$ cat config.mk
export PLATFORM = sky130hd
export DESIGN_NAME = lpcp_lane
export DESIGN_NICKNAME = d
export VERILOG_FILES = /design/src/rtl/lpcp_pkg.sv /design/src/rtl/lpcp_lane.sv
export SDC_FILE = /design/constraint.sdc
export NUM_CORES = 2
export LEC_CHECK = 0
export BUFFER_PORTS_ARGS = -buffer_cell sky130_fd_sc_hd__clkbuf_2
export CAP_MARGIN = 20
export CORE_AREA = 2 2 243 245
export CTS_CLUSTER_SIZE = 25
export DETAILED_ROUTE_END_ITERATION = 10
export DIE_AREA = 0 0 245 247
export GPL_TIMING_DRIVEN = 0
export PLACE_DENSITY = 0.94
export SLEW_MARGIN = 20
export SYNTH_ARGS = -nofsm -noshare
export SYNTH_HDL_FRONTEND = slang
export SYNTH_SLANG_ARGS = --single-unit
$ cat constraint.sdc
create_clock -name clk -period 10 [get_ports clk]
set_input_delay 1.5 -clock clk [delete_from_list [all_inputs] [get_ports clk]]
set_output_delay 1.5 -clock clk [all_outputs]
set_load 0.02 [all_outputs]
$ cat src/rtl/lpcp_pkg.sv
package lpcp_pkg;

	// Geometry and field widths
	localparam int NUM_CAMERAS = 4;
	localparam int COORD_BITS  = 20;
	localparam int CW          = COORD_BITS + 3;      // camera-frame coordinate, signed
	localparam int CFG_W       = 16;
	localparam int SIZE_W      = 13;
	localparam int PIX_W       = 12;
	localparam int TAG_W       = 17;
	localparam int CAM_W       = 2;
	localparam int OUTC_W      = 2;
	localparam int CFG_IDX_W   = 3;
	localparam int CAM_IW      = (NUM_CAMERAS > 1) ? $clog2(NUM_CAMERAS) : 1;

	// Divider and numerator sizing
	localparam int QBITS = PIX_W;                     // one quotient bit per divider stage
	localparam int NUM_W = CFG_W + CW + 2;            // focal*x + center*z, signed
	localparam int DIV_W = CW - 1 + QBITS;            // dividend below depth << QBITS
	localparam int LAT   = 4 + QBITS;                 // transform, product, sum, range, divide

	// Stream word widths
	localparam int S_DATA_W = ((3 * COORD_BITS + TAG_W + 7) / 8) * 8;
	localparam int M_DATA_W = ((2 * PIX_W + TAG_W + 7) / 8) * 8;

	localparam logic [SIZE_W-1:0] MAX_IMAGE = SIZE_W'(4096);

	// Outcome codes
	localparam logic [OUTC_W-1:0] OUT_INSIDE  = OUTC_W'(0);
	localparam logic [OUTC_W-1:0] OUT_BEHIND  = OUTC_W'(1);
	localparam logic [OUTC_W-1:0] OUT_OUTSIDE = OUTC_W'(2);

	// Register indexes
	localparam logic [CFG_IDX_W-1:0] REG_FOCAL_X      = CFG_IDX_W'(0);
	localparam logic [CFG_IDX_W-1:0] REG_FOCAL_Y      = CFG_IDX_W'(1);
	localparam logic [CFG_IDX_W-1:0] REG_CENTER_X     = CFG_IDX_W'(2);
	localparam logic [CFG_IDX_W-1:0] REG_CENTER_Y     = CFG_IDX_W'(3);
	localparam logic [CFG_IDX_W-1:0] REG_IMAGE_WIDTH  = CFG_IDX_W'(4);
	localparam logic [CFG_IDX_W-1:0] REG_IMAGE_HEIGHT = CFG_IDX_W'(5);

	// Register reset values
	localparam logic [CFG_W-1:0]  FOCAL_X_RST      = CFG_W'(512);
	localparam logic [CFG_W-1:0]  FOCAL_Y_RST      = CFG_W'(512);
	localparam logic [CFG_W-1:0]  CENTER_X_RST     = CFG_W'(512);
	localparam logic [CFG_W-1:0]  CENTER_Y_RST     = CFG_W'(384);
	localparam logic [SIZE_W-1:0] IMAGE_WIDTH_RST  = SIZE_W'(1024);
	localparam logic [SIZE_W-1:0] IMAGE_HEIGHT_RST = SIZE_W'(768);

	// Extrinsic ROM: rotation entries are +1, -1 or 0
	localparam logic signed [1:0] R_P = 2'sb01;
	localparam logic signed [1:0] R_N = 2'sb11;
	localparam logic signed [1:0] R_0 = 2'sb00;

	localparam logic signed [1:0] ROT [NUM_CAMERAS][3][3] = '{
		'{ '{R_0, R_N, R_0}, '{R_0, R_0, R_N}, '{R_P, R_0, R_0} },
		'{ '{R_P, R_0, R_0}, '{R_0, R_0, R_N}, '{R_0, R_P, R_0} },
		'{ '{R_N, R_0, R_0}, '{R_0, R_0, R_N}, '{R_0, R_N, R_0} },
		'{ '{R_0, R_P, R_0}, '{R_0, R_0, R_N}, '{R_N, R_0, R_0} }
	};

	// Translations in 1/1024 m
	localparam logic signed [CW-1:0] TRANS [NUM_CAMERAS][3] = '{
		'{ CW'(0), CW'(-410),  CW'(-2048) },
		'{ CW'(0), CW'(-1434), CW'(-1024) },
		'{ CW'(0), CW'(-1434), CW'(-1024) },
		'{ CW'(0), CW'(-410),  CW'(-2048) }
	};

	typedef struct packed {
		logic [CFG_W-1:0]  focal_x;
		logic [CFG_W-1:0]  focal_y;
		logic [CFG_W-1:0]  center_x;
		logic [CFG_W-1:0]  center_y;
		logic [SIZE_W-1:0] image_width;
		logic [SIZE_W-1:0] image_height;
	} cfg_t;

	// Sideband that rides along the pipeline with each word
	typedef struct packed {
		logic [TAG_W-1:0]  tag;
		logic              early;    // outcome already settled
		logic [OUTC_W-1:0] code;     // settled outcome when early
	} side_t;

	typedef struct packed {
		logic [OUTC_W-1:0] outcome;
		logic [PIX_W-1:0]  pixel_u;
		logic [PIX_W-1:0]  pixel_v;
		logic [TAG_W-1:0]  tag_out;
	} res_t;

endpackage

$ cat src/rtl/lpcp_lane.sv
module lpcp_lane (
	input  logic                            clk,
	input  logic                            en,
	input  logic [lpcp_pkg::CFG_W-1:0]      focal,
	input  logic [lpcp_pkg::CFG_W-1:0]      center,
	input  logic signed [lpcp_pkg::CW-1:0]  coord,
	input  logic signed [lpcp_pkg::CW-1:0]  depth,
	output logic [lpcp_pkg::DIV_W-1:0]      dvd_s4,
	output logic [lpcp_pkg::CW-2:0]         den_s4,
	output logic                            fail_s4
);
	import lpcp_pkg::*;

	logic signed [NUM_W-2:0] fa, ca, ma, za;
	logic signed [NUM_W-2:0] prod_c_s2, prod_z_s2;
	logic [CW-2:0]           den_s2, den_s3;
	logic signed [NUM_W-1:0] num_s3;
	logic [NUM_W-1:0]        den_ext, lift, lim;
	logic                    neg, near_zero, below, fail;
	logic [DIV_W-1:0]        dvd;

	assign fa = (NUM_W - 1)'(focal);
	assign ca = (NUM_W - 1)'(coord);
	assign ma = (NUM_W - 1)'(center);
	assign za = (NUM_W - 1)'(depth);

	// Products
	always_ff @(posedge clk) begin
		if (en) begin
			prod_c_s2 <= fa * ca;
			prod_z_s2 <= ma * za;
			den_s2    <= depth[CW-2:0];
		end
	end

	// Numerator
	always_ff @(posedge clk) begin
		if (en) begin
			num_s3 <= NUM_W'(prod_c_s2) + NUM_W'(prod_z_s2);
			den_s3 <= den_s2;
		end
	end

	// Range check: a negative numerator smaller than the depth truncates to
	// zero; otherwise the quotient must fit in the pixel width.
	always_comb begin
		den_ext   = NUM_W'(den_s3);
		neg       = num_s3[NUM_W-1];
		lift      = num_s3 + den_ext;
		near_zero = !lift[NUM_W-1] && (lift != '0);
		lim       = den_ext << QBITS;
		below     = $unsigned(num_s3) < lim;
		fail      = neg ? !near_zero : !below;
		dvd       = neg ? '0 : num_s3[DIV_W-1:0];
	end

	always_ff @(posedge clk) begin
		if (en) begin
			dvd_s4  <= dvd;
			den_s4  <= den_s3;
			fail_s4 <= fail;
		end
	end

endmodule

==> run metrics <==
status=finished clean; post-cts resize count=0; Max Slew Vio Count=0; Post-synth EDFFs=around 220; non-filler instance count after layout=around 5k; Async SR Flop Fraction=0; Slew @ Worst Pin=~0.95 ns; 1st-iter DRT viols=2403; Reg clk slew, reported paths=0.06 ns; final setup violation count=0; Die Y=about 250 um; FF-to-FF Start=num_s3[0]; CORE AREA=0.0582 sq mm; Seq. cell area=0.00667 sq mm; Post-Syn Area=0.0378 sq mm; hold_buf cts=0; cell count of the worst hold path=0; Die Area=0.0605 sq mm; clock latency at the later pin of the worst-skew pair=0.56 ns; std cell rows=89; Post-Route WL=98800 um; Vias/cell=5.92; htree depth=1; Post-CTS Setup Bufs=0; CTS Root Buffer Type=clkbuf_16; syn nets=4992; FF-to-FF path depth=13; ant diodes=0; Die X=between 200 and 250 um; gpl congestion=1.00; largest area contributor in the netlist=fa_1; commonest register cell after synthesis=edfxtp_1; maximum root-to-sink buffer count=3; IO Pins=between 100 and 150; Cells after Synth=slightly below 4k; Slew Limit Headroom=0.351; setup TNS=0 ns; ANT nets after route=0; IO buf count=136; Hold Crit Class=flop to flop; Synth area leaders=fa_1 (39%), edfxtp_1 (18%), inv_1 (9.4%); synth warn=0; combined area of the multi-input logic cells=0.0271 sq mm; area delta synth->final=6.74%; vias in the first global route=30.9k; max_cap viols=0; worst-path fanout max=10; Critical path origin=depth[12]; CP Data Arrival Time=approximately 9.0 ns; worst hold slack=0.416 ns; r2r setup slk=5.57 ns; Worst EP required=10.29 ns; HPWL Detailed=80300 um; Tcrit/Tclk final=0.870; hold path startpoint=den_s2[21]; fin crit period=8.70 ns; FMAX=115 MHz; Min-Delay Endpoint=den_s3[21]; placed cell count=between 4k and 5k; total track usage=0.340; CP endpoint kind=flop; commonest non-fill, non-tap cell in the layout=inv_1; sequential share of the synthesized area=0.177; reg2reg end=fail_s4; first-pass GRT wire length=158000 um; FF+latch count, synth=about 220; Remaining DRCs=0; Crit Path Class=primary input to flop; commonest cells after routing, fill and taps aside=inv_1 (946), fa_1 (728), nand2_1 (521), and2_1 (293), ha_1 (281); clock sink count=~220; Starting Density=0.648; Fill cells=4018; WL/cell=roughly 20 um; Final #Nets=between 5k and 6k; unrepaired setup endpoints after global routing=false; syn_area_per_cell=9.68 sq um; Final Hold Vio Count=0; largest net degree at the start of global routing=93; first-pass detailed-route iteration total=6; initial antenna violation count=1; layout cells sized above 1=0.0492; Yosys top cell area share=0.386; startpoint class of the critical path=primary input; library cells used by synthesis=75; CTS tree=done; via count=28.8k; clock skew=around 0.021 ns; gr ovfl total=0; Num CTS Buffers=26
## area by class of cell
class                           count  share of cell area
Buffer                            122              0.0114
Clock buffer                       30              0.0165
Clock inverter                     17             0.00416
Inverter                          946              0.0881
Multi-Input combinational cell   2613               0.672
Sequential cell                   222               0.165
Tap cell                          773              0.0240
Timing Repair Buffer              138              0.0185
## synth_stat cells, drive strengths merged (4+ instances only)
| library cell | number |
|---|---|
| a211o | 5 |
| o21ai | 72 |
| a41oi | 5 |
| nor3 | 21 |
| o211ai | 6 |
| nand2 | 521 |
| and2 | 294 |
| nand3b | 5 |
| o21a | 19 |
| clkbuf | 122 |
| a2111oi | 7 |
| nor2 | 74 |
| o2111ai | 7 |
| edfxtp | 222 |
| a21oi | 109 |
| nor4 | 9 |
| o31ai | 14 |
| and3 | 24 |
| or3 | 6 |
| a221oi | 8 |
| a211oi | 12 |
| nor2b | 51 |
| a21o | 59 |
| o21bai | 21 |
| fa | 728 |
| o22ai | 4 |
| ha | 281 |
| nand4 | 10 |
| nand2b | 15 |
| xnor2 | 86 |
| nand3 | 30 |
| inv | 946 |
| a31oi | 13 |
| or2 | 11 |
| and4 | 4 |
| xor2 | 38 |
## critical path: stages
cell and delay (ns):
clkbuf_2 0.33, clkbuf_1 0.52, nand2_1 0.19, fa_1 0.58, inv_1 0.06, fa_1 0.48, fa_1 0.59, fa_1 0.47
fa_1 0.50, inv_1 0.05, fa_1 0.47, inv_1 0.04, ha_1 0.34, a211oi_1 0.29, o211ai_1 0.17, a221oi_1 0.47
nor2_1 0.18, a2111oi_2 0.64, nor3_1 0.21, o31ai_1 0.45, nand2_1 0.15, a211o_1 0.29
## metal layers
| metal | global-route usage | vias to the layer above | wire, um |
|---|---|---|---|
| li1 | - | 12300 | - |
| met1 | 0.414 | 14300 | 33700 |
| met2 | 0.565 | 1726 | 47600 |
| met3 | 0.0643 | 513 | 10200 |
| met4 | 0.208 | 2 | 7410 |
| met5 | 0 | - | 11 |
## registers in the layout, indices dropped and copies added (netlist names)
| register | cells |
|---|---|
| den_s2 | 22 |
| den_s3 | 22 |
| den_s4 | 22 |
| dvd_s4 | 34 |
| fail_s4 | 1 |
| num_s3 | 41 |
| prod_c_s2 | 40 |
| prod_z_s2 | 40 |
## cells by family after synthesis
group,share of synthesized area
simple gates,0.140
buf+inv,0.106
fa+ha+maj,0.479
compound gates,0.0689
flops,0.177
xor+xnor,0.0288
mux,0.00113
## worst max-delay path by stage
stage | to | slack (ns) | depth (start not counted)
after CTS | prod_z_s2[39] | 1.46 | 22
after detailed placement | prod_z_s2[39] | 1.15 | 22
after global routing | prod_z_s2[39] | 1.08 | 22
after global placement | prod_z_s2[39] | 1.26 | 22
after floorplan | prod_z_s2[39] | 2.51 | 21
final | prod_z_s2[39] | 1.30 | 22
## metrics by stage
step | util | setup slack (ns) | instance area, sq um
6_report | 0.692 | 1.30 | 40300
5_1_grt | 0.692 | 1.08 | 40300
4_1_cts | 0.692 | 1.46 | 40300
3_5_place_dp | 0.678 | 1.15 | 39500
3_3_place_gp | 0.677 | 1.26 | 39400
2_1_floorplan | - | 2.51 | 37800
Power is not shown: default switching activity piles up to over one toggle a cycle in this logic, so the estimate is an artifact.
