[config.mk]
export PLATFORM = sky130hd
export DESIGN_NAME = lpcp_xform
export DESIGN_NICKNAME = d
export VERILOG_FILES = /design/src/rtl/lpcp_pkg.sv /design/src/rtl/lpcp_xform.sv
export SDC_FILE = /design/constraint.sdc
export NUM_CORES = 1
export LEC_CHECK = 0
export BUFFER_PORTS_ARGS = -buffer_cell sky130_fd_sc_hd__buf_2
export CORE_MARGIN = 4
export CORE_UTILIZATION = 62
export CTS_CLUSTER_DIAMETER = 200
export DETAILED_ROUTE_END_ITERATION = 10
export PLACE_DENSITY = 0.95
export SLEW_MARGIN = 30
export SYNTH_ARGS = -nofsm -noshare
export SYNTH_HDL_FRONTEND = slang
export SYNTH_SLANG_ARGS = --single-unit
[constraint.sdc]
create_clock -name clk -period 12.2 [get_ports clk]
set_clock_uncertainty 0.15 [all_clocks]
set_input_delay 0.61 -clock clk [delete_from_list [all_inputs] [get_ports clk]]
set_output_delay 0.61 -clock clk [all_outputs]
set_load 0.03 [all_outputs]
[src/rtl/lpcp_pkg.sv]
package lpcp_pkg;

	// Geometry and field widths
	localparam int NUM_CAMERAS = 4;
	localparam int COORD_BITS  = 20;
	localparam int CW          = COORD_BITS + 3;      // camera-frame coordinate, signed
	localparam int CFG_W       = 16;
	localparam int SIZE_W      = 13;
	localparam int PIX_W       = 12;
	localparam int TAG_W       = 17;
	localparam int CAM_W       = 2;
	localparam int OUTC_W      = 2;
	localparam int CFG_IDX_W   = 3;
	localparam int CAM_IW      = (NUM_CAMERAS > 1) ? $clog2(NUM_CAMERAS) : 1;

	// Divider and numerator sizing
	localparam int QBITS = PIX_W;                     // one quotient bit per divider stage
	localparam int NUM_W = CFG_W + CW + 2;            // focal*x + center*z, signed
	localparam int DIV_W = CW - 1 + QBITS;            // dividend below depth << QBITS
	localparam int LAT   = 4 + QBITS;                 // transform, product, sum, range, divide

	// Stream word widths
	localparam int S_DATA_W = ((3 * COORD_BITS + TAG_W + 7) / 8) * 8;
	localparam int M_DATA_W = ((2 * PIX_W + TAG_W + 7) / 8) * 8;

	localparam logic [SIZE_W-1:0] MAX_IMAGE = SIZE_W'(4096);

	// Outcome codes
	localparam logic [OUTC_W-1:0] OUT_INSIDE  = OUTC_W'(0);
	localparam logic [OUTC_W-1:0] OUT_BEHIND  = OUTC_W'(1);
	localparam logic [OUTC_W-1:0] OUT_OUTSIDE = OUTC_W'(2);

	// Register indexes
	localparam logic [CFG_IDX_W-1:0] REG_FOCAL_X      = CFG_IDX_W'(0);
	localparam logic [CFG_IDX_W-1:0] REG_FOCAL_Y      = CFG_IDX_W'(1);
	localparam logic [CFG_IDX_W-1:0] REG_CENTER_X     = CFG_IDX_W'(2);
	localparam logic [CFG_IDX_W-1:0] REG_CENTER_Y     = CFG_IDX_W'(3);
	localparam logic [CFG_IDX_W-1:0] REG_IMAGE_WIDTH  = CFG_IDX_W'(4);
	localparam logic [CFG_IDX_W-1:0] REG_IMAGE_HEIGHT = CFG_IDX_W'(5);

	// Register reset values
	localparam logic [CFG_W-1:0]  FOCAL_X_RST      = CFG_W'(512);
	localparam logic [CFG_W-1:0]  FOCAL_Y_RST      = CFG_W'(512);
	localparam logic [CFG_W-1:0]  CENTER_X_RST     = CFG_W'(512);
	localparam logic [CFG_W-1:0]  CENTER_Y_RST     = CFG_W'(384);
	localparam logic [SIZE_W-1:0] IMAGE_WIDTH_RST  = SIZE_W'(1024);
	localparam logic [SIZE_W-1:0] IMAGE_HEIGHT_RST = SIZE_W'(768);

	// Extrinsic ROM: rotation entries are +1, -1 or 0
	localparam logic signed [1:0] R_P = 2'sb01;
	localparam logic signed [1:0] R_N = 2'sb11;
	localparam logic signed [1:0] R_0 = 2'sb00;

	localparam logic signed [1:0] ROT [NUM_CAMERAS][3][3] = '{
		'{ '{R_0, R_N, R_0}, '{R_0, R_0, R_N}, '{R_P, R_0, R_0} },
		'{ '{R_P, R_0, R_0}, '{R_0, R_0, R_N}, '{R_0, R_P, R_0} },
		'{ '{R_N, R_0, R_0}, '{R_0, R_0, R_N}, '{R_0, R_N, R_0} },
		'{ '{R_0, R_P, R_0}, '{R_0, R_0, R_N}, '{R_N, R_0, R_0} }
	};

	// Translations in 1/1024 m
	localparam logic signed [CW-1:0] TRANS [NUM_CAMERAS][3] = '{
		'{ CW'(0), CW'(-410),  CW'(-2048) },
		'{ CW'(0), CW'(-1434), CW'(-1024) },
		'{ CW'(0), CW'(-1434), CW'(-1024) },
		'{ CW'(0), CW'(-410),  CW'(-2048) }
	};

	typedef struct packed {
		logic [CFG_W-1:0]  focal_x;
		logic [CFG_W-1:0]  focal_y;
		logic [CFG_W-1:0]  center_x;
		logic [CFG_W-1:0]  center_y;
		logic [SIZE_W-1:0] image_width;
		logic [SIZE_W-1:0] image_height;
	} cfg_t;

	// Sideband that rides along the pipeline with each word
	typedef struct packed {
		logic [TAG_W-1:0]  tag;
		logic              early;    // outcome already settled
		logic [OUTC_W-1:0] code;     // settled outcome when early
	} side_t;

	typedef struct packed {
		logic [OUTC_W-1:0] outcome;
		logic [PIX_W-1:0]  pixel_u;
		logic [PIX_W-1:0]  pixel_v;
		logic [TAG_W-1:0]  tag_out;
	} res_t;

endpackage

[src/rtl/lpcp_xform.sv]
module lpcp_xform (
	input  logic                                  clk,
	input  logic                                  en,
	input  logic [lpcp_pkg::CAM_W-1:0]            camera,
	input  logic signed [lpcp_pkg::COORD_BITS-1:0] point_x,
	input  logic signed [lpcp_pkg::COORD_BITS-1:0] point_y,
	input  logic signed [lpcp_pkg::COORD_BITS-1:0] point_z,
	input  logic [lpcp_pkg::TAG_W-1:0]            point_tag,
	output logic signed [lpcp_pkg::CW-1:0]        xc_s1,
	output logic signed [lpcp_pkg::CW-1:0]        yc_s1,
	output logic signed [lpcp_pkg::CW-1:0]        zc_s1,
	output lpcp_pkg::side_t                       side_s1
);
	import lpcp_pkg::*;

	function automatic logic signed [CW-1:0] rot_term(
		input logic signed [1:0]            r,
		input logic signed [COORD_BITS-1:0] p
	);
		logic signed [CW-1:0] t;
		case (r)
			R_P:     t = CW'(p);
			R_N:     t = -CW'(p);
			default: t = '0;
		endcase
		return t;
	endfunction

	logic                        cam_ok;
	logic [CAM_IW-1:0]           cam_idx;
	logic signed [COORD_BITS-1:0] p [3];
	logic signed [CW-1:0]        c [3];
	logic                        behind;
	side_t                       side;

	always_comb begin
		cam_ok  = {1'b0, camera} < (CAM_W + 1)'(NUM_CAMERAS);
		cam_idx = cam_ok ? CAM_IW'(camera) : '0;
		p[0] = point_x;
		p[1] = point_y;
		p[2] = point_z;
		for (int r = 0; r < 3; r++) begin
			c[r] = TRANS[cam_idx][r];
			for (int k = 0; k < 3; k++) begin
				c[r] = c[r] + rot_term(ROT[cam_idx][r][k], p[k]);
			end
		end
		behind     = c[2][CW-1] || (c[2] == '0);
		side.tag   = point_tag;
		side.early = !cam_ok || behind;
		side.code  = cam_ok ? OUT_BEHIND : OUT_OUTSIDE;
	end

	always_ff @(posedge clk) begin
		if (en) begin
			xc_s1   <= c[0];
			yc_s1   <= c[1];
			zc_s1   <= c[2];
			side_s1 <= side;
		end
	end

endmodule

==> impl_results.html <==
<table>
<tr><th>Metric</th><th>Value</th></tr>
<tr><th colspan="2">Critical path</th></tr>
<tr><td>Critical path, cell by cell</td><td>buf_2, inv_1, ha_2, buf_4, clkinv_1, nor3_1, a21oi_1, nor2_1, ha_1, fa_1, a211oi_1, o311ai_0, a41oi_1, xnor2_1, nor2_1, nor4bb_1, nand4bb_1, o41ai_1</td></tr>
<tr><td>Maximum single-stage delay on the critical path</td><td>about 0.66 ns</td></tr>
<tr><td>Library cell contributing the largest single delay on the critical path</td><td>clkinv_1</td></tr>
<tr><td>Sort of element at the end of the critical path</td><td>register</td></tr>
<tr><td>Worst path bufs/invs</td><td>4</td></tr>
<tr><td>Startpoint class of the critical path</td><td>input port</td></tr>
<tr><td>Crit Path Class</td><td>in -&gt; reg</td></tr>
<tr><td>Maximum fanout count along the critical path</td><td>60</td></tr>
<tr><td>Crit-path most repeated cell</td><td>nor2_1</td></tr>
<tr><td>Crit path required time</td><td>12.18 ns</td></tr>
<tr><td>Critical path data arrival time</td><td>roughly 5.6 ns</td></tr>
<tr><td>Cell class contributing the biggest share of worst-path delay</td><td>compound AO/OA/AOI/OAI gates</td></tr>
<tr><th colspan="2">Global routing</th></tr>
<tr><td>Grt ovf</td><td>0</td></tr>
<tr><td>Global-route usage over all layers</td><td>around 29%</td></tr>
<tr><td>Via count of the first global-routing pass</td><td>between 7000 and 8000</td></tr>
<tr><td>Pin count of the biggest net entering global routing</td><td>82</td></tr>
<tr><td>Antenna violations before repair</td><td>0</td></tr>
<tr><td>First-pass GRT wire length</td><td>between 30000 and 40000 µm</td></tr>
<tr><th colspan="2">Final layout</th></tr>
<tr><td>Number of diodes added for antenna fixing</td><td>0</td></tr>
<tr><td>Post-layout util</td><td>71.3%</td></tr>
<tr><td>Ratio of cells with drive above 1 in the final layout</td><td>18.9%</td></tr>
<tr><td>Area growth from synthesis to layout</td><td>13.2%</td></tr>
<tr><td>Fill cell count</td><td>1085</td></tr>
<tr><td>Design area</td><td>between 0.009 and 0.01 mm²</td></tr>
<tr><td>Final net count</td><td>1336</td></tr>
<tr><th colspan="2">Logic synthesis</th></tr>
<tr><td>Number of instances in the synthesized netlist</td><td>1044</td></tr>
<tr><td>Commonest register cell after synthesis</td><td>edfxtp_1</td></tr>
<tr><td>Warnings from Yosys</td><td>0</td></tr>
<tr><td>Net count of the mapped netlist</td><td>roughly 1200</td></tr>
<tr><td>Cell area after technology mapping</td><td>0.00871 mm²</td></tr>
<tr><td>Async SR Flop Fraction</td><td>0%</td></tr>
<tr><td>Post-synth EDFFs</td><td>just under 90</td></tr>
<tr><td>Count of unique library cells instantiated by Yosys</td><td>88</td></tr>
<tr><td>Sequential element share of the synthesized area</td><td>between 20% and 30%</td></tr>
<tr><td>Mapped Avg Cell Area</td><td>8.34 µm²</td></tr>
<tr><td>Synthesized flop and latch total</td><td>87</td></tr>
<tr><th colspan="2">Min path</th></tr>
<tr><td>Min-Delay Path Class</td><td>in -&gt; reg</td></tr>
<tr><th colspan="2">Power</th></tr>
<tr><td>PwrDens</td><td>107 mW/mm²</td></tr>
<tr><td>Maximum vdd ir drop</td><td>between 60 and 70 µV</td></tr>
<tr><td>Static power due to leakage</td><td>4.46 nW</td></tr>
<tr><th colspan="2">Clock network</th></tr>
<tr><td>Number of setup buffers added after CTS</td><td>0</td></tr>
<tr><td>Number of levels the H-tree was split into</td><td>3</td></tr>
<tr><td>CTS root buf</td><td>clkbuf_16</td></tr>
<tr><td>Clock Tree Buf Depth</td><td>2</td></tr>
<tr><td>CTS tree</td><td>built</td></tr>
<tr><td>Post-CTS resize count</td><td>0</td></tr>
<tr><td>Number of buffers inserted during clock tree synthesis</td><td>9</td></tr>
<tr><td>Number of buffers added to fix hold violations after cts</td><td>0</td></tr>
<tr><td>CTS sink count</td><td>87</td></tr>
<tr><td>Clock-pin slew on the worst setup and hold paths</td><td>0.06 ns</td></tr>
<tr><th colspan="2">Floorplanning</th></tr>
<tr><td>Starting density of the core</td><td>between 60 and 70%</td></tr>
<tr><td>Die outline width</td><td>127 µm</td></tr>
<tr><td>Overall die area</td><td>about 0.016 mm²</td></tr>
<tr><td>Cell row count</td><td>43</td></tr>
<tr><td>Vert. Die Dim</td><td>127 µm</td></tr>
<tr><td>Io pins</td><td>170</td></tr>
<tr><td>Core Area</td><td>0.0138 mm²</td></tr>
<tr><th colspan="2">Detailed routing</th></tr>
<tr><td>First-pass iteration count of the detailed router</td><td>6</td></tr>
<tr><td>DRC violations left</td><td>0</td></tr>
<tr><td>Routed length per placed instance</td><td>around 17 µm</td></tr>
<tr><td>Antenna Nets Post-Route</td><td>0</td></tr>
<tr><td>Final WL</td><td>23600 µm</td></tr>
<tr><td>Number of vias per cell after detailed routing</td><td>approximately 6.3</td></tr>
<tr><td>Via count</td><td>8549</td></tr>
<tr><td>DRC marker count from the first detailed-route iteration</td><td>1144</td></tr>
<tr><th colspan="2">STA</th></tr>
<tr><td>Final cycle utilization of the critical path</td><td>a little under half</td></tr>
<tr><td>Setup_tns</td><td>0 ns</td></tr>
<tr><td># setup viols final</td><td>0</td></tr>
<tr><td>Worst slew margin relative to its limit</td><td>43.3%</td></tr>
<tr><td>Max-slew violation count</td><td>0</td></tr>
<tr><td>Actual slew at the worst max-slew pin</td><td>0.850 ns</td></tr>
<tr><td>Number of failing hold endpoints at the final stage</td><td>0</td></tr>
<tr><td>Setup repair after global routing missed its margin</td><td>no</td></tr>
<tr><td>Time the worst path needs with I/O delays and setup</td><td>5.62 ns</td></tr>
<tr><td>Max Clk Rate</td><td>178 MHz</td></tr>
<tr><th colspan="2">Flow run</th></tr>
<tr><td>Max-capacitance violation count</td><td>0</td></tr>
<tr><th colspan="2">Placed design</th></tr>
<tr><td>Cell area after placement</td><td>0.00960 mm²</td></tr>
<tr><td>GPL Wtd Cong</td><td>around 1</td></tr>
<tr><td>Number of buffer cells added on primary ports</td><td>167</td></tr>
<tr><td>HPWL Detailed</td><td>18300 µm</td></tr>
<tr><th colspan="2">Status</th></tr>
<tr><td>Status</td><td>finished, final reports clean</td></tr>
</table>
-- layout by cell type, fill, tap and decap left out, types with 4 or more instances in the layout --
master,instances
buf_2,166
nor2_1,135
nand2_1,91
edfxtp_1,87
a21oi_1,73
ha_1,71
inv_1,57
nor3_1,52
a21o_1,52
xnor2_1,45
o21ai_0,40
a22oi_1,27
xor2_1,22
nand3_1,14
nand2b_1,13
or3_1,11
a22o_1,11
a211oi_1,11
nor2b_1,10
and2_1,10
and3_1,9
a31oi_1,9
clkbuf_16,9
o21bai_1,8
o31ai_1,7
o21a_1,7
buf_4,7
nor4_1,6
nor3b_1,6
or4_1,6
or2_2,6
mux2i_1,6
nand3b_1,5
o221ai_1,5
nand4_1,4
o211ai_1,4
a21boi_0,4
-- layout make-up --
class	count	area [µm²]	share of cell area (%)
clock buffers	9	225	2.28
clock inverters	6	38.8	0.393
inverters	59	221	2.25
multi-input cells	848	5650	57.2
flip-flops and latches	87	2610	26.5
well taps	180	225	2.28
repair buffers	174	895	9.07
-- layer usage --
metal  GRT usage [%]  vias up  share of wire [%]
li1                -     4081                  -
met1            38.0     3908                 41
met2            47.9      498                 46
met3            5.81       62                 10
met4            10.6        0                3.1
met5               0        -                  0
-- state kept, by name (all words and copies together), names as in the netlist --
register / flops
zc_s1: 23
side_s1: 18
xc_s1: 23
yc_s1: 23
-- synth_stat cells, types with 13 or more instances --
cell        n  area, µm²
nand2b_1   13       81.3
edfxtp_1   87       2610
o21ai_0    40        200
nor2_1    135        507
clkbuf_1   35        131
xor2_1     22        193
nand2_1    91        342
inv_1      57        214
nor3_1     52        260
a22oi_1    27        203
xnor2_1    45        394
nand3_1    14       70.1
a21oi_1    73        365
a21o_1     52        390
ha_1       73        913
-- final timing paths --
path,start,to,depth (start not counted)
min,point_tag[10],side_s1[13]$_DFFE_PP_,1
max,camera[0],side_s1[2]$_DFFE_PP_,18
-- report_power, final --
group,switching (W),total (W),leakage (nW),internal (W)
clock,0.000111,0.000247,0.129,0.000136
combinational,0.000275,0.000416,3.48,0.000141
sequential,0.0000102,0.000393,0.846,0.000383
-- through the flow --
step	total power (W)	setup WS, ns	hold slack [ns]	std cells
after global routing	0.00111	6.08	0.278	1363
after global placement	0.000802	6.47	0.636	1348
after floorplan	0.000694	7.01	0.559	1044
after CTS	0.00106	6.64	0.283	1363
final	0.00106	6.58	0.298	1363
after detailed placement	0.000811	6.29	0.639	1348
-- logic make-up (layout without fill, tap and decap cells) --
family,count (synthesis),count (layout),synth area share [%]
buffers and inverters,109,248,5.26
adder cells (fa/ha/maj),76,76,11.2
AO/OA/AOI/OAI,290,290,22.5
XOR/XNOR,67,67,6.74
flip-flops,87,87,30.0
other,2,2,0.0862
multiplexers,7,7,0.819
AND/OR/NAND/NOR,406,406,23.5
Note: power is estimated with default switching activity, not from simulation.
