==> config.mk <==
export PLATFORM = sky130hd
export DESIGN_NAME = lpcp_divider
export DESIGN_NICKNAME = d
export VERILOG_FILES = /design/src/rtl/lpcp_pkg.sv /design/src/rtl/lpcp_divider.sv
export SDC_FILE = /design/constraint.sdc
export NUM_CORES = 1
export LEC_CHECK = 0
export BUFFER_PORTS_ARGS = -buffer_cell sky130_fd_sc_hd__buf_4
export CELL_PAD_IN_SITES_DETAIL_PLACEMENT = 1
export CELL_PAD_IN_SITES_GLOBAL_PLACEMENT = 2
export CORE_MARGIN = 2
export CORE_UTILIZATION = 44
export CTS_CLUSTER_SIZE = 25
export DETAILED_ROUTE_END_ITERATION = 6
export GPL_TIMING_DRIVEN = 0
export PLACE_DENSITY_LB_ADDON = 0.1
export SYNTH_ARGS = -nofsm -noshare
export SYNTH_HDL_FRONTEND = slang
export SYNTH_SLANG_ARGS = --single-unit
==> constraint.sdc <==
create_clock -name clk -period 4.9 [get_ports clk]
set_input_delay 0.49 -clock clk [delete_from_list [all_inputs] [get_ports clk]]
set_output_delay 0.49 -clock clk [all_outputs]
set_load 0.01 [all_outputs]
==> src/rtl/lpcp_pkg.sv <==
package lpcp_pkg;

	// Geometry and field widths
	localparam int NUM_CAMERAS = 4;
	localparam int COORD_BITS  = 20;
	localparam int CW          = COORD_BITS + 3;      // camera-frame coordinate, signed
	localparam int CFG_W       = 16;
	localparam int SIZE_W      = 13;
	localparam int PIX_W       = 12;
	localparam int TAG_W       = 17;
	localparam int CAM_W       = 2;
	localparam int OUTC_W      = 2;
	localparam int CFG_IDX_W   = 3;
	localparam int CAM_IW      = (NUM_CAMERAS > 1) ? $clog2(NUM_CAMERAS) : 1;

	// Divider and numerator sizing
	localparam int QBITS = PIX_W;                     // one quotient bit per divider stage
	localparam int NUM_W = CFG_W + CW + 2;            // focal*x + center*z, signed
	localparam int DIV_W = CW - 1 + QBITS;            // dividend below depth << QBITS
	localparam int LAT   = 4 + QBITS;                 // transform, product, sum, range, divide

	// Stream word widths
	localparam int S_DATA_W = ((3 * COORD_BITS + TAG_W + 7) / 8) * 8;
	localparam int M_DATA_W = ((2 * PIX_W + TAG_W + 7) / 8) * 8;

	localparam logic [SIZE_W-1:0] MAX_IMAGE = SIZE_W'(4096);

	// Outcome codes
	localparam logic [OUTC_W-1:0] OUT_INSIDE  = OUTC_W'(0);
	localparam logic [OUTC_W-1:0] OUT_BEHIND  = OUTC_W'(1);
	localparam logic [OUTC_W-1:0] OUT_OUTSIDE = OUTC_W'(2);

	// Register indexes
	localparam logic [CFG_IDX_W-1:0] REG_FOCAL_X      = CFG_IDX_W'(0);
	localparam logic [CFG_IDX_W-1:0] REG_FOCAL_Y      = CFG_IDX_W'(1);
	localparam logic [CFG_IDX_W-1:0] REG_CENTER_X     = CFG_IDX_W'(2);
	localparam logic [CFG_IDX_W-1:0] REG_CENTER_Y     = CFG_IDX_W'(3);
	localparam logic [CFG_IDX_W-1:0] REG_IMAGE_WIDTH  = CFG_IDX_W'(4);
	localparam logic [CFG_IDX_W-1:0] REG_IMAGE_HEIGHT = CFG_IDX_W'(5);

	// Register reset values
	localparam logic [CFG_W-1:0]  FOCAL_X_RST      = CFG_W'(512);
	localparam logic [CFG_W-1:0]  FOCAL_Y_RST      = CFG_W'(512);
	localparam logic [CFG_W-1:0]  CENTER_X_RST     = CFG_W'(512);
	localparam logic [CFG_W-1:0]  CENTER_Y_RST     = CFG_W'(384);
	localparam logic [SIZE_W-1:0] IMAGE_WIDTH_RST  = SIZE_W'(1024);
	localparam logic [SIZE_W-1:0] IMAGE_HEIGHT_RST = SIZE_W'(768);

	// Extrinsic ROM: rotation entries are +1, -1 or 0
	localparam logic signed [1:0] R_P = 2'sb01;
	localparam logic signed [1:0] R_N = 2'sb11;
	localparam logic signed [1:0] R_0 = 2'sb00;

	localparam logic signed [1:0] ROT [NUM_CAMERAS][3][3] = '{
		'{ '{R_0, R_N, R_0}, '{R_0, R_0, R_N}, '{R_P, R_0, R_0} },
		'{ '{R_P, R_0, R_0}, '{R_0, R_0, R_N}, '{R_0, R_P, R_0} },
		'{ '{R_N, R_0, R_0}, '{R_0, R_0, R_N}, '{R_0, R_N, R_0} },
		'{ '{R_0, R_P, R_0}, '{R_0, R_0, R_N}, '{R_N, R_0, R_0} }
	};

	// Translations in 1/1024 m
	localparam logic signed [CW-1:0] TRANS [NUM_CAMERAS][3] = '{
		'{ CW'(0), CW'(-410),  CW'(-2048) },
		'{ CW'(0), CW'(-1434), CW'(-1024) },
		'{ CW'(0), CW'(-1434), CW'(-1024) },
		'{ CW'(0), CW'(-410),  CW'(-2048) }
	};

	typedef struct packed {
		logic [CFG_W-1:0]  focal_x;
		logic [CFG_W-1:0]  focal_y;
		logic [CFG_W-1:0]  center_x;
		logic [CFG_W-1:0]  center_y;
		logic [SIZE_W-1:0] image_width;
		logic [SIZE_W-1:0] image_height;
	} cfg_t;

	// Sideband that rides along the pipeline with each word
	typedef struct packed {
		logic [TAG_W-1:0]  tag;
		logic              early;    // outcome already settled
		logic [OUTC_W-1:0] code;     // settled outcome when early
	} side_t;

	typedef struct packed {
		logic [OUTC_W-1:0] outcome;
		logic [PIX_W-1:0]  pixel_u;
		logic [PIX_W-1:0]  pixel_v;
		logic [TAG_W-1:0]  tag_out;
	} res_t;

endpackage

==> src/rtl/lpcp_divider.sv <==
module lpcp_divider (
	input  logic                        clk,
	input  logic                        en,
	input  logic [lpcp_pkg::DIV_W-1:0]  dvd,
	input  logic [lpcp_pkg::CW-2:0]     den,
	output logic [lpcp_pkg::QBITS-1:0]  quo
);
	import lpcp_pkg::*;

	logic [DIV_W-1:0] rem_s [QBITS-1];
	logic [CW-2:0]    den_s [QBITS-1];
	logic [QBITS-1:0] quo_s [QBITS];

	logic [DIV_W-1:0] rem_in [QBITS];
	logic [CW-2:0]    den_in [QBITS];
	logic [QBITS-1:0] quo_in [QBITS];
	logic [DIV_W:0]   trial  [QBITS];

	// Restoring division, most significant quotient bit first
	always_comb begin
		rem_in[0] = dvd;
		den_in[0] = den;
		quo_in[0] = '0;
		for (int j = 1; j < QBITS; j++) begin
			rem_in[j] = rem_s[j-1];
			den_in[j] = den_s[j-1];
			quo_in[j] = quo_s[j-1];
		end
		for (int j = 0; j < QBITS; j++) begin
			trial[j] = {1'b0, rem_in[j]} - ((DIV_W + 1)'(den_in[j]) << (QBITS - 1 - j));
		end
	end

	always_ff @(posedge clk) begin
		if (en) begin
			for (int j = 0; j < QBITS - 1; j++) begin
				rem_s[j] <= trial[j][DIV_W] ? rem_in[j] : trial[j][DIV_W-1:0];
				den_s[j] <= den_in[j];
			end
			for (int j = 0; j < QBITS; j++) begin
				quo_s[j] <= {quo_in[j][QBITS-2:0], !trial[j][DIV_W]};
			end
		end
	end

	assign quo = quo_s[QBITS-1];

endmodule

==> summary.txt, run 1 <==
Worst setup path
  – Slowest stage delay, CP: ~1.1 ns
  – Slowest cell on the critical path: a31oi_1
  – Most Frequent Cell on Critical Path: o31ai_1
  – CP Class: reg2reg
  – Setup crit start: rem_s[4][6]
  – Reg2Reg Launch Point: rem_s[4][6]
  – Critical Path RT: roughly 5.3 ns
  – Crit path DAT: 5.05 ns
  – CP endpoint kind: register
  – CP startpoint kind: register
  – Crit-path cells: inv_1 -> ha_1 -> fa_1 -> nor2b_1 -> o31a_1 -> o21ai_0 -> o31ai_1 -> a21o_1 -> a31oi_1 -> clkbuf_1 -> nand2_1 -> o31ai_1
  – Largest fanout on the critical path: 10

Die
  – Initial Util: between 40 and 50%
  – DIE HEIGHT: roughly 300 um
  – Site Rows: 107
  – Core area: around 85000 um2
  – Ports: 70
  – Chip Width: 297 um
  – DIE AREA: ~88000 um2

Timing
  – Final period utilization: between 90% and 100%
  – Final setup violation count: 0
  – Hold WS: about 0.047 ns
  – Clk_skew: 0.0251 ns
  – Slew Viols, Final: 0
  – RSZ-0062 raised after global routing: false
  – Max Fclk: 216 MHz
  – Slew headroom: 1.80%
  – TNS Setup: 0 ns
  – Min cycle time layout: 4.62 ns
  – Worst slew pin tran: 1.47 ns
  – Final hold violation count: 0

Cells and area
  – Share of post-route cells with drive strength above 1: ~7.5%
  – Final nets: 3816
  – Area Growth Syn to Fin: 12.5%
  – N_diodes: 0
  – Fillers: 9099
  – Multi-input gate area: between 15000 and 20000 um2
  – FF/Latch Area: roughly 21000 um2

Worst hold path
  – Hold Path Class: in2reg
  – Hold Crit Start: den[1]

CTS
  – H-tree Lvls: 3
  – CTS tree: yes
  – Clk buf depth: 3
  – CTS root buf: clkbuf_16
  – Post-CTS setup buffer count: 0
  – CTS sink count: ~690
  – CTS buffer count: 80
  – Clock Latency Late Sink: ~0.63 ns
  – Reg clk slew, reported paths: approximately 0.06 ns

Power and ir drop
  – VDD IR max: roughly 0.00027 V
  – Pleak: between 15 and 20 nW
  – Power Density: approximately 550 nW/um2

Placed design
  – Port bufs: 69
  – HPWL Detailed: between 60000 and 70000 um
  – GP Congestion: just over 0.9

Yosys
  – Synth unique cells: a little over 80
  – YS warnings: 0
  – Main synth FF type: edfxtp_1
  – Yosys reg bits: slightly below 700
  – Share of the synthesized area in the top cell type: between 50% and 60%
  – Largest cells by area after synthesis: edfxtp_1 55%, ha_1 8.7%, o21ai_0 3.8%, inv_1 3.3%, nand2_1 3.2%
  – Synthesized cell area: 37800 um2
  – Syn Inst Count: 3319
  – Syn nets: about 3.7k
  – Synth async-reset ratio: 0%
  – Area leader, netlist: edfxtp_1
  – Number of synthesized flops with an enable pin: between 600 and 700
  – Register area share after synthesis: 55.2%
  – Syn avg cell area: 11.4 um2

Routing
  – # DRC: 0
  – DR vias/cell: roughly 5.4
  – Initial DRC count: between 1k and 1.5k
  – Wirelength per Cell: around 18 um
  – DR vias: ~25k
  – Total Wirelength: 86400 um
  – Routed Antenna Nets: 0
  – DR pass1 iterations: 4

GRT
  – Initial antenna violation count: 0
  – Largest net degree at the start of global routing: about 130
  – Number of global-route vias before repair: around 28k
  – Global-route wire length before repair: between 100000 and 150000 um
  – Total track usage: between 10% and 20%
  – Gr ovfl total: 0

Run status
  – Outcome: finished, final reports clean

Flow run
  – Max-Cap Viols: 0
-- synth_stat cells (8+ instances only) --
library cell  number
nand2b_1          42
nor2b_1           39
a41oi_1            8
inv_1            328
o41ai_1            8
xnor2_1          117
nor3_1            34
a31oi_1           22
a31o_2             8
a21oi_1          197
nor2_1           149
ha_1             263
nand4_1           28
o21ai_0          287
and3_1            24
nand3_1           46
or3_1             20
a21o_1           110
nand2_1          318
xor2_1           127
mux2_2            31
o211ai_1          10
nor4_1            26
edfxtp_1         694
fa_1              11
or4_1             11
a211o_1           11
o21bai_1          30
clkbuf_1          65
o31ai_1           30
o31a_1            12
a211oi_1          26
o21a_1            31
and2_1            13
a2111oi_0          9
or2_2             13
-- worst paths after layout --
path	endpoint	slack, ns	cells after the start
max	rem_s[5][22]	0.28	12
min reg2reg	quo_s[2][30]	0.40	0
min	den_s[0][1]	0.05	1
max reg2reg	rem_s[5][22]	0.28	12
-- registers in the layout, summed over array words and instances, names as in the netlist --
signal  count
rem_s     374
den_s     242
quo_s      78
-- per-layer routing --
layer  up-vias  track usage [%]  part of all wire [%]
li1      12500                -                     -
met1     12200             17.7                    34
met2       346             42.1                    58
met3       211             2.71                   2.5
met4         0             9.14                   4.6
met5         -                0                     0
-- layout by cell type, fill, tap and decap left out, types with 39 or more instances in the layout --
| cell | count |
|---|---|
| nand2_1 | 318 |
| nor2_1 | 149 |
| o21ai_0 | 287 |
| a21oi_1 | 197 |
| xor2_1 | 127 |
| inv_1 | 328 |
| ha_1 | 263 |
| nor2b_1 | 39 |
| nand2b_1 | 42 |
| clkbuf_16 | 82 |
| a21o_1 | 110 |
| edfxtp_1 | 694 |
| buf_4 | 71 |
| nand3_1 | 46 |
| clkbuf_1 | 80 |
| xnor2_1 | 117 |
-- cells by family after synthesis --
| logic type | share of synthesized area (%) |
|---|---|
| compound gates | 14.6 |
| simple gates | 10.1 |
| flops | 55.2 |
| buf+inv | 4.10 |
| fa+ha+maj | 9.30 |
| xor+xnor | 5.66 |
| mux | 0.991 |
-- where the power goes --
group          internal (W)  leakage (nW)  total (W)  switching, W
Combinational       0.00366          8.87    0.00859       0.00493
Clock               0.00333          1.22    0.00567       0.00234
Sequential          0.00844          6.71    0.00922      0.000781
Total                0.0154          16.8     0.0235       0.00806
-- stage by stage --
stage	worst slack [ns]	area, um2	cells	util (%)	total power (W)
CTS	0.0366	42500	4691	49.9	0.0237
detailed placement	-0.209	39800	4537	46.8	0.0179
floorplan	1.40	37800	3319	-	0.0155
global placement	-2.24	39700	4532	46.6	0.0176
global route	0.0686	42500	4691	49.9	0.0251
finish	0.275	42500	4691	49.9	0.0235
-- worst max-delay path, delay by kind of cell, from the launching register on --
kind / cells / cell delay (ns)
AO/OA/AOI/OAI: 6 / 2.66
buffers and inverters: 2 / 0.71
adder cells (fa/ha/maj): 2 / 0.41
flip-flops: 1 / 0.41
AND/OR/NAND/NOR: 2 / 0.22
-- area by class of cell --
type	count	area share, %
sequential	694	49.1
inverter	330	2.92
timing repair buffer	83	1.77
multi-input combinational	2219	36.2
clock inverter	47	0.925
tap	1144	3.37
clock buffer	98	4.97
buffer	76	0.734
-- repair_timing --
item | in CTS | in global routing
hold buffers | 9 | 0
pin swaps | 0 | 1
endpoints found under the setup margin | 18 | 20
resized for setup | 2 | 3
endpoints found under the hold margin | 9 | 0
(Power assumes the default switching activity.)
==> run 2: changes to the inputs <==
--- a/config.mk
+++ b/config.mk
@@ -10,7 +10,8 @@
 export CELL_PAD_IN_SITES_GLOBAL_PLACEMENT = 2
 export CORE_MARGIN = 2
 export CORE_UTILIZATION = 44
-export CTS_CLUSTER_SIZE = 25
+export CTS_BUF_LIST = sky130_fd_sc_hd__clkbuf_16
+export CTS_CLUSTER_SIZE = 16
 export DETAILED_ROUTE_END_ITERATION = 6
 export GPL_TIMING_DRIVEN = 0
 export PLACE_DENSITY_LB_ADDON = 0.1
==> summary.txt, run 2 (synthesis gave the netlist of run 1 again) <==
Die
  – Site Rows: 107 (unchanged)
  – DIE AREA: 88200 um2 (unchanged)
  – Chip Width: 297 um (unchanged)
  – DIE HEIGHT: 297 um (unchanged)
  – Ports: 70 (unchanged)
  – Initial Util: 44.3% (unchanged)
  – Core area: 85100 um2 (unchanged)

Cells and area
  – Layout Cells excl Fill: 4691 (unchanged)
  – Area Growth Syn to Fin: 12.5% (unchanged)
  – Top Registers: rem_s x374, den_s x242, quo_s x78
  – N_diodes: 0 (unchanged)
  – FF/Latch Area: 20800 um2 (unchanged)
  – Share of post-route cells with drive strength above 1: 7.50% (unchanged)
  – Max reg flops: 374 (unchanged)
  – Final nets: 3816 (unchanged)
  – Leading cell type in the layout, fill and taps excluded: edfxtp_1
  – Multi-input gate area: 15400 um2 (unchanged)
  – Fillers: 9099 (unchanged)
  – Biggest register: rem_s
  – Commonest non-fill, non-tap cells in the layout: 694 x edfxtp_1, 344 x inv_1, 318 x nand2_1, 287 x o21ai_0, 263 x ha_1

Timing
  – RSZ-0062 raised after global routing: false
  – Final setup violation count: 0 (unchanged)
  – Worst slew pin tran: 1.44 ns (-0.0300 ns)
  – TNS Setup: 0 ns (unchanged)
  – Slew headroom: 3.81% (+2.0 points)
  – Min cycle time layout: 4.57 ns (-0.0507 ns)
  – Final hold violation count: 0 (unchanged)
  – Final period utilization: 93.4% (-1.0 points)
  – Hold WS: 0.0482 ns (+0.00146 ns)
  – Max Fclk: 219 MHz (+1.1%)
  – Clk_skew: 0.0243 ns (-0.000800 ns)
  – Slew Viols, Final: 0 (unchanged)

Worst setup path
  – Worst r2r path cells: 11 (-1)
  – Crit path DAT: 4.90 ns (-0.15 ns)
  – CP endpoint kind: register
  – Crit-path cells: inv_1 -> ha_1 -> fa_1 -> nor2b_1 -> o31a_1 -> o21ai_0 -> o31ai_1 -> a21o_1 -> a31oi_1 -> clkbuf_1 -> o21ai_0
  – Crit path max-delay family: compound AO/OA/AOI/OAI gates
  – Slowest cell on the critical path: a31oi_1
  – CP startpoint kind: register
  – Crit path buf inv count: 2 (unchanged)
  – Critical Path RT: 5.23 ns (-0.09 ns)
  – Slowest stage delay, CP: 1.06 ns (-0.02 ns)
  – CP Depth: 11 (-1)
  – Most Frequent Cell on Critical Path: o21ai_0
  – Largest fanout on the critical path: 10 (unchanged)
  – CP Class: reg2reg

CTS
  – Clock Latency Late Sink: 0.63 ns (about the same)
  – CTS buffer count: 80 (unchanged)
  – Post-CTS setup buffer count: 0 (unchanged)
  – Reg clk slew, reported paths: 0.06 ns (about the same)
  – H-tree Lvls: 3 (unchanged)
  – CTS root buf: clkbuf_16
  – CTS tree: yes
  – CTS sink count: 694 (unchanged)
  – Clk buf depth: 3 (unchanged)

Routing
  – DR vias: 25.3k (+0.048%)
  – Wirelength per Cell: 18.4 um (+0.13%)
  – DR pass1 iterations: 5 (+1)
  – Routed Antenna Nets: 0 (unchanged)
  – Total Wirelength: 86500 um (+0.13%)
  – Initial DRC count: 1025 (-0.97%)
  – DR vias/cell: 5.38 (about the same)
  – # DRC: 0 (unchanged)

Placed design
  – GP Congestion: 0.912 (unchanged)
  – HPWL Detailed: 67500 um (unchanged)
  – Placed instance count: 4537 (unchanged)
  – Port bufs: 69 (unchanged)

Run status
  – Outcome: finished, final reports clean

Power and ir drop
  – Pleak: 16.9 nW (+0.39%)
  – VDD IR max: 0.000273 V (-0.31%)
  – Power Density: 552 nW/um2 (about the same)

Worst hold path
  – Hold-critical path depth: 1 (unchanged)
  – Hold Path Class: in2reg

GRT
  – Largest net degree at the start of global routing: 127 (unchanged)
  – Total track usage: 19.8% (about the same)
  – Initial antenna violation count: 0 (unchanged)
  – Number of global-route vias before repair: 28.0k (-0.011%)
  – Gr ovfl total: 0 (unchanged)
  – Global-route wire length before repair: 142000 um (about the same)

Flow run
  – Max-Cap Viols: 0 (unchanged)
[run 2: where the power goes]
part	total (W)	switching (W)	internal, W
Clock	0.00564	0.00235	0.00330
Combinational	0.00860	0.00494	0.00366
Sequential	0.00922	0.000781	0.00844
Total	0.0235	0.00807	0.0154
[run 2: area by class of cell]
type	instances	share of cell area, %
Buffer	76	0.734
Clock buffer	82	4.83
Clock inverter	63	1.07
Inverter	330	2.92
Multi-Input combinational cell	2219	36.2
Sequential cell	694	49.1
Tap cell	1144	3.37
Timing Repair Buffer	83	1.77
[run 2: what timing repair did]
item / 4_1_cts / 5_1_grt
hold endpoints to repair: 9 / 0
gates cloned: 0 / 0
endpoints found under the setup margin: 18 / 20
hold buffers: 9 / 0
pin swaps: 0 / 1
gates resized for setup: 2 / 3
[run 2: worst paths after layout]
| path | start | slack (ns) | to |
|---|---|---|---|
| worst min-delay path | den[1] | 0.05 | den_s[0][1] |
| worst max register to register | rem_s[4][6] | 0.33 | rem_s[5][21] |
| worst max-delay path | rem_s[4][6] | 0.33 | rem_s[5][21] |
| worst min register to register | quo_s[2][17] | 0.40 | quo_s[2][30] |
[run 2: metrics by stage]
stage / power, W / instance area (um2) / utilization (%) / setup slack (ns)
floorplan: 0.0155 / 37800 / - / 1.40
global placement: 0.0176 / 39700 / 46.6 / -2.24
detailed placement: 0.0179 / 39800 / 46.8 / -0.209
CTS: 0.0237 / 42500 / 49.9 / 0.0366
global route: 0.0251 / 42500 / 49.9 / 0.0686
finish: 0.0235 / 42500 / 49.9 / 0.326
[run 2: routing by layer]
metal / share of wire [%] / wire, um / track usage (%) / up-vias
li1: - / - / - / 12500
met1: 35 / 29900 / 17.7 / 12200
met2: 58 / 50500 / 42.1 / 353
met3: 2.5 / 2190 / 2.71 / 214
met4: 4.6 / 3990 / 9.14 / 0
met5: 0 / 0 / 0 / -
